### src/sv/assert_macros.svh
// assertion macros shared by the interpolator modules
// expects clk and arst_n in the scope of every use
`ifndef ASSERT_MACROS_SVH
`define ASSERT_MACROS_SVH

// property checked on every rising edge outside reset
`define LPI_ASSERT(label, prop, msg) \
	label: assert property (@(posedge clk) disable iff (!arst_n) (prop)) \
		else $error(msg);

// implication form, antecedent and consequent in the same cycle
`define LPI_ASSERT_IMP(label, ante, cons, msg) \
	label: assert property (@(posedge clk) disable iff (!arst_n) (ante) |-> (cons)) \
		else $error(msg);

`endif

### src/sv/lpi_pkg.sv
// shared widths, register codes, reset table and stage types
// used by every module of the level to permille interpolator
package lpi_pkg;

	localparam int TABLE_POINTS = 6;
	localparam int REG_POINTS   = 6;
	localparam int USED_POINTS  = (TABLE_POINTS < 2) ? 2 :
		((TABLE_POINTS > REG_POINTS) ? REG_POINTS : TABLE_POINTS);

	localparam int DIST_W  = 16;
	localparam int OFS_W   = 10;
	localparam int LUT_W   = 20;
	localparam int PERM_W  = 10;
	localparam int FRAC_W  = 4;
	localparam int HQ_W    = (LUT_W - PERM_W) + FRAC_W;
	localparam int OFSQ_W  = OFS_W + FRAC_W;
	localparam int D_W     = DIST_W + 1;
	localparam int PROD_W  = PERM_W + HQ_W;
	localparam int DIVD_W  = PROD_W + 1;
	localparam int DSH_W   = HQ_W + PERM_W;
	localparam int LATENCY = 4 + PERM_W;

	localparam int CFG_IDX_W  = $clog2(REG_POINTS + 1);
	localparam int CFG_DATA_W = (LUT_W > OFS_W) ? LUT_W : OFS_W;

	localparam logic [CFG_IDX_W-1:0] CFG_OFFSET   = CFG_IDX_W'(0);
	localparam logic [CFG_IDX_W-1:0] CFG_LUT_BASE = CFG_IDX_W'(1);

	// clamped results run through the divider as p * 16 / 16
	localparam logic [HQ_W-1:0] CLAMP_W = HQ_W'(16);

	localparam logic [LUT_W-1:0] LUT_RESET [REG_POINTS] = '{
		LUT_W'(1000), LUT_W'(21280), LUT_W'(41560),
		LUT_W'(61840), LUT_W'(82120), LUT_W'(102400)
	};

	typedef struct packed {
		logic              valid;
		logic [PERM_W-1:0] p0;
		logic [PERM_W-1:0] p1;
		logic [HQ_W-1:0]   w;
		logic [HQ_W-1:0]   t;
	} seg_t;

	typedef struct packed {
		logic              valid;
		logic [DIVD_W-1:0] rem;
		logic [DSH_W-1:0]  dsh;
		logic [PERM_W-1:0] quo;
	} div_t;

endpackage

### src/sv/lpi_seg.sv
// depth offset and segment selection, two pipeline stages
// depends on lpi_pkg and assert_macros.svh
`include "assert_macros.svh"

module lpi_seg (
	input  logic                              clk,
	input  logic                              arst_n,
	input  logic                              start,
	input  logic [lpi_pkg::DIST_W-1:0]        distance_q4,
	input  logic [lpi_pkg::OFS_W-1:0]         tank_offset,
	input  logic [lpi_pkg::LUT_W-1:0]         lut [lpi_pkg::REG_POINTS],
	output lpi_pkg::seg_t                     seg
);

	logic                               valid_s1;
	logic signed [lpi_pkg::D_W-1:0]     d_s1;
	logic signed [lpi_pkg::D_W-1:0]     d_calc;
	logic signed [lpi_pkg::D_W-1:0]     hd [lpi_pkg::REG_POINTS];
	logic [lpi_pkg::PERM_W-1:0]         pm [lpi_pkg::REG_POINTS];
	logic signed [lpi_pkg::D_W-1:0]     h0_sel;
	logic signed [lpi_pkg::D_W-1:0]     h1_sel;
	logic signed [lpi_pkg::D_W-1:0]     t_full;
	logic signed [lpi_pkg::D_W-1:0]     w_full;
	logic [lpi_pkg::PERM_W-1:0]         p0_sel;
	logic [lpi_pkg::PERM_W-1:0]         p1_sel;
	lpi_pkg::seg_t                      seg_d;
	logic                               valid_s2;
	logic [lpi_pkg::PERM_W-1:0]         p0_s2;
	logic [lpi_pkg::PERM_W-1:0]         p1_s2;
	logic [lpi_pkg::HQ_W-1:0]           w_s2;
	logic [lpi_pkg::HQ_W-1:0]           t_s2;

	assign d_calc = $signed({1'b0, distance_q4})
		- $signed({{(lpi_pkg::D_W - lpi_pkg::OFSQ_W){1'b0}}, tank_offset,
			{lpi_pkg::FRAC_W{1'b0}}});

	always_ff @(posedge clk or negedge arst_n) begin
		if (!arst_n) begin
			valid_s1 <= 1'b0;
		end else begin
			valid_s1 <= start;
		end
	end

	always_ff @(posedge clk) begin
		d_s1 <= d_calc;
	end

	// table depths in 1/16 cm
	always_comb begin
		for (int k = 0; k < lpi_pkg::REG_POINTS; k++) begin
			hd[k] = $signed({{(lpi_pkg::D_W - lpi_pkg::HQ_W){1'b0}},
				lut[k][lpi_pkg::LUT_W-1:lpi_pkg::PERM_W], {lpi_pkg::FRAC_W{1'b0}}});
			pm[k] = lut[k][lpi_pkg::PERM_W-1:0];
		end
	end

	// first segment whose upper depth bounds d
	always_comb begin
		h0_sel = hd[0];
		h1_sel = hd[1];
		p0_sel = pm[0];
		p1_sel = pm[1];
		for (int k = lpi_pkg::USED_POINTS - 2; k >= 0; k--) begin
			if (d_s1 <= hd[k+1]) begin
				h0_sel = hd[k];
				h1_sel = hd[k+1];
				p0_sel = pm[k];
				p1_sel = pm[k+1];
			end
		end
	end

	assign t_full = d_s1 - h0_sel;
	assign w_full = h1_sel - h0_sel;

	always_comb begin
		seg_d.valid = valid_s1;
		if (d_s1 <= hd[0]) begin
			seg_d.p0 = pm[0];
			seg_d.p1 = pm[0];
			seg_d.w  = lpi_pkg::CLAMP_W;
			seg_d.t  = '0;
		end else if (d_s1 >= hd[lpi_pkg::USED_POINTS-1]) begin
			seg_d.p0 = pm[lpi_pkg::USED_POINTS-1];
			seg_d.p1 = pm[lpi_pkg::USED_POINTS-1];
			seg_d.w  = lpi_pkg::CLAMP_W;
			seg_d.t  = '0;
		end else begin
			seg_d.p0 = p0_sel;
			seg_d.p1 = p1_sel;
			seg_d.w  = w_full[lpi_pkg::HQ_W-1:0];
			seg_d.t  = t_full[lpi_pkg::HQ_W-1:0];
		end
	end

	always_ff @(posedge clk or negedge arst_n) begin
		if (!arst_n) begin
			valid_s2 <= 1'b0;
		end else begin
			valid_s2 <= seg_d.valid;
		end
	end

	always_ff @(posedge clk) begin
		p0_s2 <= seg_d.p0;
		p1_s2 <= seg_d.p1;
		w_s2  <= seg_d.w;
		t_s2  <= seg_d.t;
	end

	assign seg = '{valid: valid_s2, p0: p0_s2, p1: p1_s2, w: w_s2, t: t_s2};

	`LPI_ASSERT_IMP(a_seg_width, valid_s2, (w_s2 != '0) && (t_s2 <= w_s2),
		"segment width zero or offset outside segment")

endmodule

### src/sv/lpi_num.sv
// weighted sum of the two segment ends and divider set-up, two stages
// depends on lpi_pkg
module lpi_num (
	input  logic          clk,
	input  logic          arst_n,
	input  lpi_pkg::seg_t seg,
	output lpi_pkg::div_t div
);

	logic                        valid_s3;
	logic [lpi_pkg::PROD_W-1:0]  prod0_s3;
	logic [lpi_pkg::PROD_W-1:0]  prod1_s3;
	logic [lpi_pkg::HQ_W-1:0]    w_s3;
	logic [lpi_pkg::HQ_W-1:0]    wt;
	logic [lpi_pkg::DIVD_W-1:0]  num;
	logic [lpi_pkg::DIVD_W-1:0]  divd;
	logic                        valid_s4;
	logic [lpi_pkg::DIVD_W-1:0]  rem_s4;
	logic [lpi_pkg::DSH_W-1:0]   dsh_s4;

	assign wt = seg.w - seg.t;

	always_ff @(posedge clk or negedge arst_n) begin
		if (!arst_n) begin
			valid_s3 <= 1'b0;
			valid_s4 <= 1'b0;
		end else begin
			valid_s3 <= seg.valid;
			valid_s4 <= valid_s3;
		end
	end

	always_ff @(posedge clk) begin
		prod0_s3 <= lpi_pkg::PROD_W'(seg.p0 * wt);
		prod1_s3 <= lpi_pkg::PROD_W'(seg.p1 * seg.t);
		w_s3     <= seg.w;
	end

	// rounding half up: (2 * num + w) / (2 * w)
	assign num  = {1'b0, prod0_s3} + {1'b0, prod1_s3};
	assign divd = {num[lpi_pkg::DIVD_W-2:0], 1'b0}
		+ {{(lpi_pkg::DIVD_W - lpi_pkg::HQ_W){1'b0}}, w_s3};

	always_ff @(posedge clk) begin
		rem_s4 <= divd;
		dsh_s4 <= {w_s3, {lpi_pkg::PERM_W{1'b0}}};
	end

	assign div = '{valid: valid_s4, rem: rem_s4, dsh: dsh_s4, quo: '0};

endmodule

### src/sv/lpi_div_cell.sv
// one restoring-division cell: settles one quotient bit per request
// depends on lpi_pkg and assert_macros.svh
`include "assert_macros.svh"

module lpi_div_cell (
	input  logic          clk,
	input  logic          arst_n,
	input  lpi_pkg::div_t din,
	output lpi_pkg::div_t dout
);

	logic                        ge;
	logic [lpi_pkg::DIVD_W-1:0]  dsh_ext;
	logic                        valid_q;
	logic [lpi_pkg::DIVD_W-1:0]  rem_q;
	logic [lpi_pkg::DSH_W-1:0]   dsh_q;
	logic [lpi_pkg::PERM_W-1:0]  quo_q;

	assign dsh_ext = {{(lpi_pkg::DIVD_W - lpi_pkg::DSH_W){1'b0}}, din.dsh};
	assign ge      = din.rem >= dsh_ext;

	always_ff @(posedge clk or negedge arst_n) begin
		if (!arst_n) begin
			valid_q <= 1'b0;
		end else begin
			valid_q <= din.valid;
		end
	end

	always_ff @(posedge clk) begin
		rem_q <= ge ? (din.rem - dsh_ext) : din.rem;
		dsh_q <= din.dsh >> 1;
		quo_q <= {din.quo[lpi_pkg::PERM_W-2:0], ge};
	end

	assign dout = '{valid: valid_q, rem: rem_q, dsh: dsh_q, quo: quo_q};

	`LPI_ASSERT_IMP(a_cell_bound, din.valid,
		din.rem < {din.dsh[lpi_pkg::DSH_W-2:0], 1'b0} || din.dsh[lpi_pkg::DSH_W-1],
		"partial remainder exceeds two divisor steps")

endmodule

### src/sv/level_to_permille_interpolator_top.sv
// top level: configuration registers, front stages and the divider chain
// depends on lpi_pkg, lpi_seg, lpi_num, lpi_div_cell and assert_macros.svh
`include "assert_macros.svh"

// Takes one distance request on every clock cycle and never holds one off:
// busy stays low. Each request yields exactly one fill_permille, shown with
// done for a single cycle; the receiver must take it then, as results cannot
// be stalled. The pipeline is four front stages (depth, segment pick,
// products, divider set-up) and a chain of ten division cells, one per
// quotient bit, each passing its partial remainder to the next cell every
// cycle. Configuration writes land at once and must only be made while no
// request is in flight.
module level_to_permille_interpolator_top (
	input  logic                               clk,
	input  logic                               arst_n,
	input  logic                               start,
	output logic                               busy,
	input  logic [lpi_pkg::DIST_W-1:0]         distance_q4,
	output logic                               done,
	output logic [lpi_pkg::PERM_W-1:0]         fill_permille,
	input  logic                               cfg_wen,
	input  logic [lpi_pkg::CFG_IDX_W-1:0]      cfg_index,
	input  logic [lpi_pkg::CFG_DATA_W-1:0]     cfg_data
);

	logic [lpi_pkg::OFS_W-1:0]  tank_offset_q;
	logic [lpi_pkg::LUT_W-1:0]  lut_q [lpi_pkg::REG_POINTS];
	lpi_pkg::seg_t              seg;
	lpi_pkg::div_t              chain [lpi_pkg::PERM_W+1];

	always_ff @(posedge clk or negedge arst_n) begin
		if (!arst_n) begin
			tank_offset_q <= '0;
			for (int k = 0; k < lpi_pkg::REG_POINTS; k++) begin
				lut_q[k] <= lpi_pkg::LUT_RESET[k];
			end
		end else if (cfg_wen) begin
			if (cfg_index == lpi_pkg::CFG_OFFSET) begin
				tank_offset_q <= cfg_data[lpi_pkg::OFS_W-1:0];
			end
			for (int k = 0; k < lpi_pkg::REG_POINTS; k++) begin
				if (cfg_index == lpi_pkg::CFG_LUT_BASE + lpi_pkg::CFG_IDX_W'(k)) begin
					lut_q[k] <= cfg_data[lpi_pkg::LUT_W-1:0];
				end
			end
		end
	end

	assign busy = 1'b0;

	lpi_seg u_seg (
		.clk         (clk),
		.arst_n      (arst_n),
		.start       (start),
		.distance_q4 (distance_q4),
		.tank_offset (tank_offset_q),
		.lut         (lut_q),
		.seg         (seg)
	);

	lpi_num u_num (
		.clk    (clk),
		.arst_n (arst_n),
		.seg    (seg),
		.div    (chain[0])
	);

	for (genvar g = 0; g < lpi_pkg::PERM_W; g++) begin : g_cell
		lpi_div_cell u_cell (
			.clk    (clk),
			.arst_n (arst_n),
			.din    (chain[g]),
			.dout   (chain[g+1])
		);
	end

	assign done          = chain[lpi_pkg::PERM_W].valid;
	assign fill_permille = chain[lpi_pkg::PERM_W].quo;

	`LPI_ASSERT(a_req_to_result, start |-> ##(lpi_pkg::LATENCY) done,
		"request did not yield a result on time")
	`LPI_ASSERT_IMP(a_result_from_req, done, $past(start, lpi_pkg::LATENCY),
		"result without a matching request")
	`LPI_ASSERT_IMP(a_final_rem, done,
		chain[lpi_pkg::PERM_W].rem < {chain[lpi_pkg::PERM_W].dsh, 1'b0},
		"final remainder not below divisor")

endmodule

### config.mk
export PLATFORM = sky130hd
export DESIGN_NAME = level_to_permille_interpolator_top
export DESIGN_NICKNAME = d
export VERILOG_FILES = /design/src/sv/lpi_pkg.sv /design/src/sv/lpi_seg.sv /design/src/sv/lpi_num.sv /design/src/sv/lpi_div_cell.sv /design/src/sv/level_to_permille_interpolator_top.sv
export VERILOG_INCLUDE_DIRS = /design/src /design/src/sv
export SDC_FILE = /design/constraint.sdc
export NUM_CORES = 2
export LEC_CHECK = 0
export ABC_CLOCK_PERIOD_IN_PS = 7200
export BUFFER_PORTS_ARGS = -buffer_cell sky130_fd_sc_hd__buf_2
export CAP_MARGIN = 20
export CORE_MARGIN = 2
export CORE_UTILIZATION = 57
export DETAILED_ROUTE_END_ITERATION = 10
export PLACE_DENSITY_LB_ADDON = 0.1
export SETUP_SLACK_MARGIN = 0.2
export SLEW_MARGIN = 20
export SYNTH_ARGS = -nofsm -noshare
export SYNTH_HDL_FRONTEND = slang
export SYNTH_HIERARCHICAL = 1
export SYNTH_SLANG_ARGS = --single-unit
### constraint.sdc
create_clock -name clk -period 7.2 [get_ports clk]
set_input_delay 0.36 -clock clk [delete_from_list [all_inputs] [get_ports clk]]
set_output_delay 0.36 -clock clk [all_outputs]
set_load 0.01 [all_outputs]
Word-level counts from Yosys, hierarchy flattened

Cells that the tools add are included.

Memories: 0
Bits of input ports: 43
Word-level logic and storage cells: 139
Register bits: 716
Latch bits: 0
Memory bits (writable): 0
Bits in read-only memories: 0
Output and inout port bits: 12

Muxes and demuxes: 31
Magnitude comparators: 17
Equal/unequal tests: 6
Bitwise operators: 0
Reduce and logical (&&, ||, !) cells: 9
Multiply operators: 2
Add/sub/neg operators: 15
Shift operators: 0
Divide/modulo/power cells: 0

Operators with widths:

| operator                       | number |
|---|---|
| 2-to-1 mux 25 bit              | 9 |
| 2-to-1 mux 14 bit              | 10 |
| <= comparator 17 x 15 -> 1 bit | 6 |
| 2-to-1 mux 10 bit              | 10 |
| 2-to-1 mux 48 bit              | 2 |
| multiplier 10 x 14 -> 24 bit   | 2 |
| subtractor 14 bit              | 3 |
| adder 25 x 14 -> 25 bit        | 1 |
| >= comparator 25 x 15 -> 1 bit | 1 |
| >= comparator 25 x 16 -> 1 bit | 1 |
| >= comparator 25 x 17 -> 1 bit | 1 |
| >= comparator 25 x 18 -> 1 bit | 1 |
| >= comparator 25 x 19 -> 1 bit | 1 |
| >= comparator 25 x 20 -> 1 bit | 1 |
| >= comparator 25 x 21 -> 1 bit | 1 |
| >= comparator 25 x 22 -> 1 bit | 1 |
| >= comparator 25 x 23 -> 1 bit | 1 |
| >= comparator 25 x 24 -> 1 bit | 1 |
| subtractor 25 x 16 -> 25 bit   | 1 |
| subtractor 25 x 17 -> 25 bit   | 1 |
| subtractor 25 x 18 -> 25 bit   | 1 |
| subtractor 25 x 19 -> 25 bit   | 1 |
| subtractor 25 x 20 -> 25 bit   | 1 |
| subtractor 25 x 21 -> 25 bit   | 1 |
| other kinds (12)               | 21 |

Longest topological paths before layout

Depth in word-level cells: 9
Gate-level depth with buffers: 32
Mapped depth without buffers: 31

Hierarchy

Netlist, hierarchy kept.

By module, submodules not included:

| module                              | cells an instance | times used | seq. area each (µm²) | area each (µm²) |
|---|---|---|---|---|
| lpi_div_cell (g_cell[1].u_cell ...) | 360               | 5          | 1,186.1              | 3,171.8 |
| lpi_num                             | 1,484             | 1          | 2,052.0              | 13,573.0 |
| lpi_div_cell (g_cell[7].u_cell ...) | 345               | 3          | 1,186.1              | 3,009.1 |
| lpi_seg                             | 851               | 1          | 1,271.2              | 6,361.1 |
| level_to_permille_interpolator_top  | 282               | 1          | 3,293.2              | 4,946.0 |
| lpi_div_cell (g_cell[6].u_cell)     | 316               | 1          | 1,186.1              | 2,952.8 |
| lpi_div_cell (g_cell[0].u_cell)     | 335               | 1          | 1,186.1              | 2,946.6 |

Worst setup path after synthesis

OpenSTA, ideal clock, no wires.

Kind: reg2reg
Start point: register u_seg/t_s2[0] (netlist name)
End point: register u_num/prod0_s3[22] (netlist name)
Clock period less this slack: 6.938 ns
Slack: 0.262 ns
Arrival time: 6.866 ns
Path buffers: 0
Cell stages (with the launch flop): 30
Data required time: 7.128 ns
Library setup time: 0.072 ns
Cells stage by stage: dfxtp_1 ha_1 fa_1 nor2b_1 o21ai_0 a21boi_1 o21ai_0 a21boi_1 o21a_1 nor2_1 xnor2_1 nand2_1 fa_1 inv_1 fa_1 fa_1 fa_1 inv_1 fa_1 inv_1 ha_1 a21o_1 a21o_1 a21oi_1 o31ai_1 a21oi_1 o21bai_1 a221o_1 o41ai_1 xnor2_1

Word-level cells in the longest chain between the ends: 2

Ends and longest elaborated chain:

| item                         | line           | RTL |
|---|---|---|
| start, declared              | lpi_seg.sv:31  | `logic [lpi_pkg::HQ_W-1:0] t_s2;` |
| start signal, assigned       | lpi_seg.sv:109 | `t_s2 <= seg_d.t;` |
| subtractor 14 bit            | lpi_num.sv:21  | `assign wt = seg.w - seg.t;` |
| multiplier 10 x 14 -> 24 bit | lpi_num.sv:34  | `prod0_s3 <= lpi_pkg::PROD_W'(seg.p0 * wt);` |
| end signal, assigned         | lpi_num.sv:34  |  |
| end, declared                | lpi_num.sv:11  | `logic [lpi_pkg::PROD_W-1:0] prod0_s3;` |

No other way between the ends.
A chain may end at the register's enable or synchronous reset.

Worst setup path after layout

Ends and elaborated chain as after synthesis.

==> results_dict.tcl <==
set metrics [dict create \
    hold_path_depth 2 \
    cp.arrival_ps 7340 \
    numCtsBuffers 86 \
    avgSynthCellArea_um2 9.05 \
    synth_warnings 6 \
    ios 55 \
    place_hpwl_um 106000 \
    status "finished clean" \
    port_buffers 53 \
    antenna_left 0 \
    synthCells 5814 \
    crit_required_ps 7750 \
    fin_crit_ps 6790 \
    startpoint_type "flip-flop" \
    die_w_um 308 \
    area_growth_pct 8.47 \
    clkSlewWorstSetupHoldPaths_ps 60 \
    crit_type "flip-flop to flip-flop" \
    worstHoldStart "cfg_data[7]" \
    fin_skew_ps 39.4 \
    grt_max_degree 96 \
    rsz0062_at_grt "true" \
    dieArea_um2 94800 \
    max_cap_violations 0 \
    syn_area_um2 52600 \
    whs_ps 35.9 \
    routed_wirelength_um 139000 \
    initial_core_util_pct 57.5 \
    fin_tns_setup_ps 0 \
    grt_pass1_vias 40500 \
    path_max_fanout 4 \
    root_buffer "clkbuf_16" \
    worst_r2r_path_depth 30 \
    stdcell_count 7058 \
    finalCritPeriodShare_pct 94.3 \
    r2r_setup_slack_ps 410 \
    min_to "lut_q[87]" \
    r2r_start "u_seg/t_s2[0]" \
    clock-sinks 792 \
    dr.pass1.iters 8 \
    end_kind "flip-flop" \
    tightest_slew_ps 1210 \
    nNetsFinal 6543 \
    drcViolationCount 0 \
    min_path_type "primary input to flip-flop" \
    clkLatencyLatePin_ps 680 \
    finalHoldViolCount 0 \
    drt_iter0_drc 3644 \
    cpMostUsedCell "fa_1" \
    final_max_slew_viol_count 0 \
    via_per_inst 5.98 \
    htreeDepth 3 \
    diodes 0 \
    rows 111 \
    dp.cells 6873 \
    coreArea_um2 91500 \
    cp_slowest_cell "fa_1" \
    die_h_um 308 \
    layout-drive-gt1-share_pct 10.2 \
    cts_tree "done" \
    max_stage_delay_ps 540 \
    gp_congestion 0.948 \
    max_freq_mhz 147 \
    wl_per_cell_um 19.7 \
    antenna_found_initial 2 \
    grt_pass1_wl_um 222000 \
    grt_usage_pct 29.3 \
    num_vias 42200 \
    fin_util_pct 62.4 \
    slew-limit-headroom_pct 19.2 \
    cts_buffer_depth 3 \
    grt-ovfl-total 0 \
    r2r-end "u_num/prod0_s3[22]" \
    setup_viol 0 \
]
-- layout make-up --
| type | instances | area (µm²) |
|---|---|---|
| clock buffer | 109 | 2380 |
| timing repair buffer | 125 | 858 |
| sequential | 792 | 16600 |
| inverter | 594 | 2230 |
| fill | 7920 | 34500 |
| multi-input combinational | 4203 | 32800 |
| tap | 1186 | 1480 |
| clock inverter | 49 | 699 |
-- per-layer routing --
metal  routed length (µm)  vias up  global-route usage, %  share of wire [%]
met3                 8440      205                   3.79                6.1
met2                63000     1332                   46.9                 45
met5                   16        -                      0              0.012
li1                     -    20400                      -                  -
met4                 3350        2                   8.80                2.4
met1                64100    20300                   41.4                 46
-- state kept, by name, summed over array words and instances, names as in the netlist, 13 cells and up --
register,flops
g_cell.u_cell/quo_q,55
u_num/prod0_s3,24
u_num/rem_s4,25
u_seg/d_s1,17
g_cell.u_cell/rem_q,225
g_cell.u_cell/dsh_q,207
lut_q,120
u_seg/t_s2,14
u_num/w_s3,14
u_num/prod1_s3,24
u_num/dsh_s4,13
-- through the flow --
stage / setup slack (ps) / instance area (µm²)
final: 410 / 57100
after global routing: 124 / 57100
after CTS: 245 / 56900
after detailed placement: 28.2 / 53600
after global placement: 99.4 / 53600
after floorplan: 262 / 52700
-- layout by cell type (no fill, tap or decap), types with 132 or more instances in the layout --
master,count
nand2_1,443
and2_1,175
mux2_2,157
nand3_1,188
xnor2_1,132
ha_1,490
a21oi_1,345
fa_1,201
dfxtp_1,647
inv_1,582
nor2_1,279
o21ai_0,270
nor3_1,142
-- worst max path at each step --
stage | start | endpoint | slack, ps | cells after the start
2_1_floorplan | u_seg/t_s2[0] | u_num/prod0_s3[22] | 260 | 29
4_1_cts | u_seg/t_s2[0] | u_num/prod0_s3[22] | 250 | 30
5_1_grt | u_seg/t_s2[1] | u_num/prod0_s3[23] | 120 | 29
3_3_place_gp | u_seg/t_s2[0] | u_num/prod0_s3[22] | 100 | 30
3_5_place_dp | u_seg/t_s2[0] | u_num/prod0_s3[22] | 30 | 30
6_report | u_seg/t_s2[0] | u_num/prod0_s3[22] | 410 | 30
-- worst max-delay path: cells and delay by family, from the launching register on --
family / cells / cell delay (ps)
fa+ha+maj: 8 / 3230
buf+inv: 5 / 440
compound gates: 12 / 2190
flops: 1 / 330
simple gates: 3 / 220
xor+xnor: 2 / 250
-- repair_timing --
| item | in CTS | in global routing |
|---|---|---|
| resized for setup | 2 | 33 |
| hold buffers | 17 | 0 |
| pin swaps | 4 | 35 |
| hold endpoints to repair | 124 | 0 |
| endpoints found under the setup margin | 2 | 8 |
| buffers inserted | 3 | 7 |
Power is not shown: default switching activity piles up to over one toggle a cycle in this logic, so the estimate is an artifact.
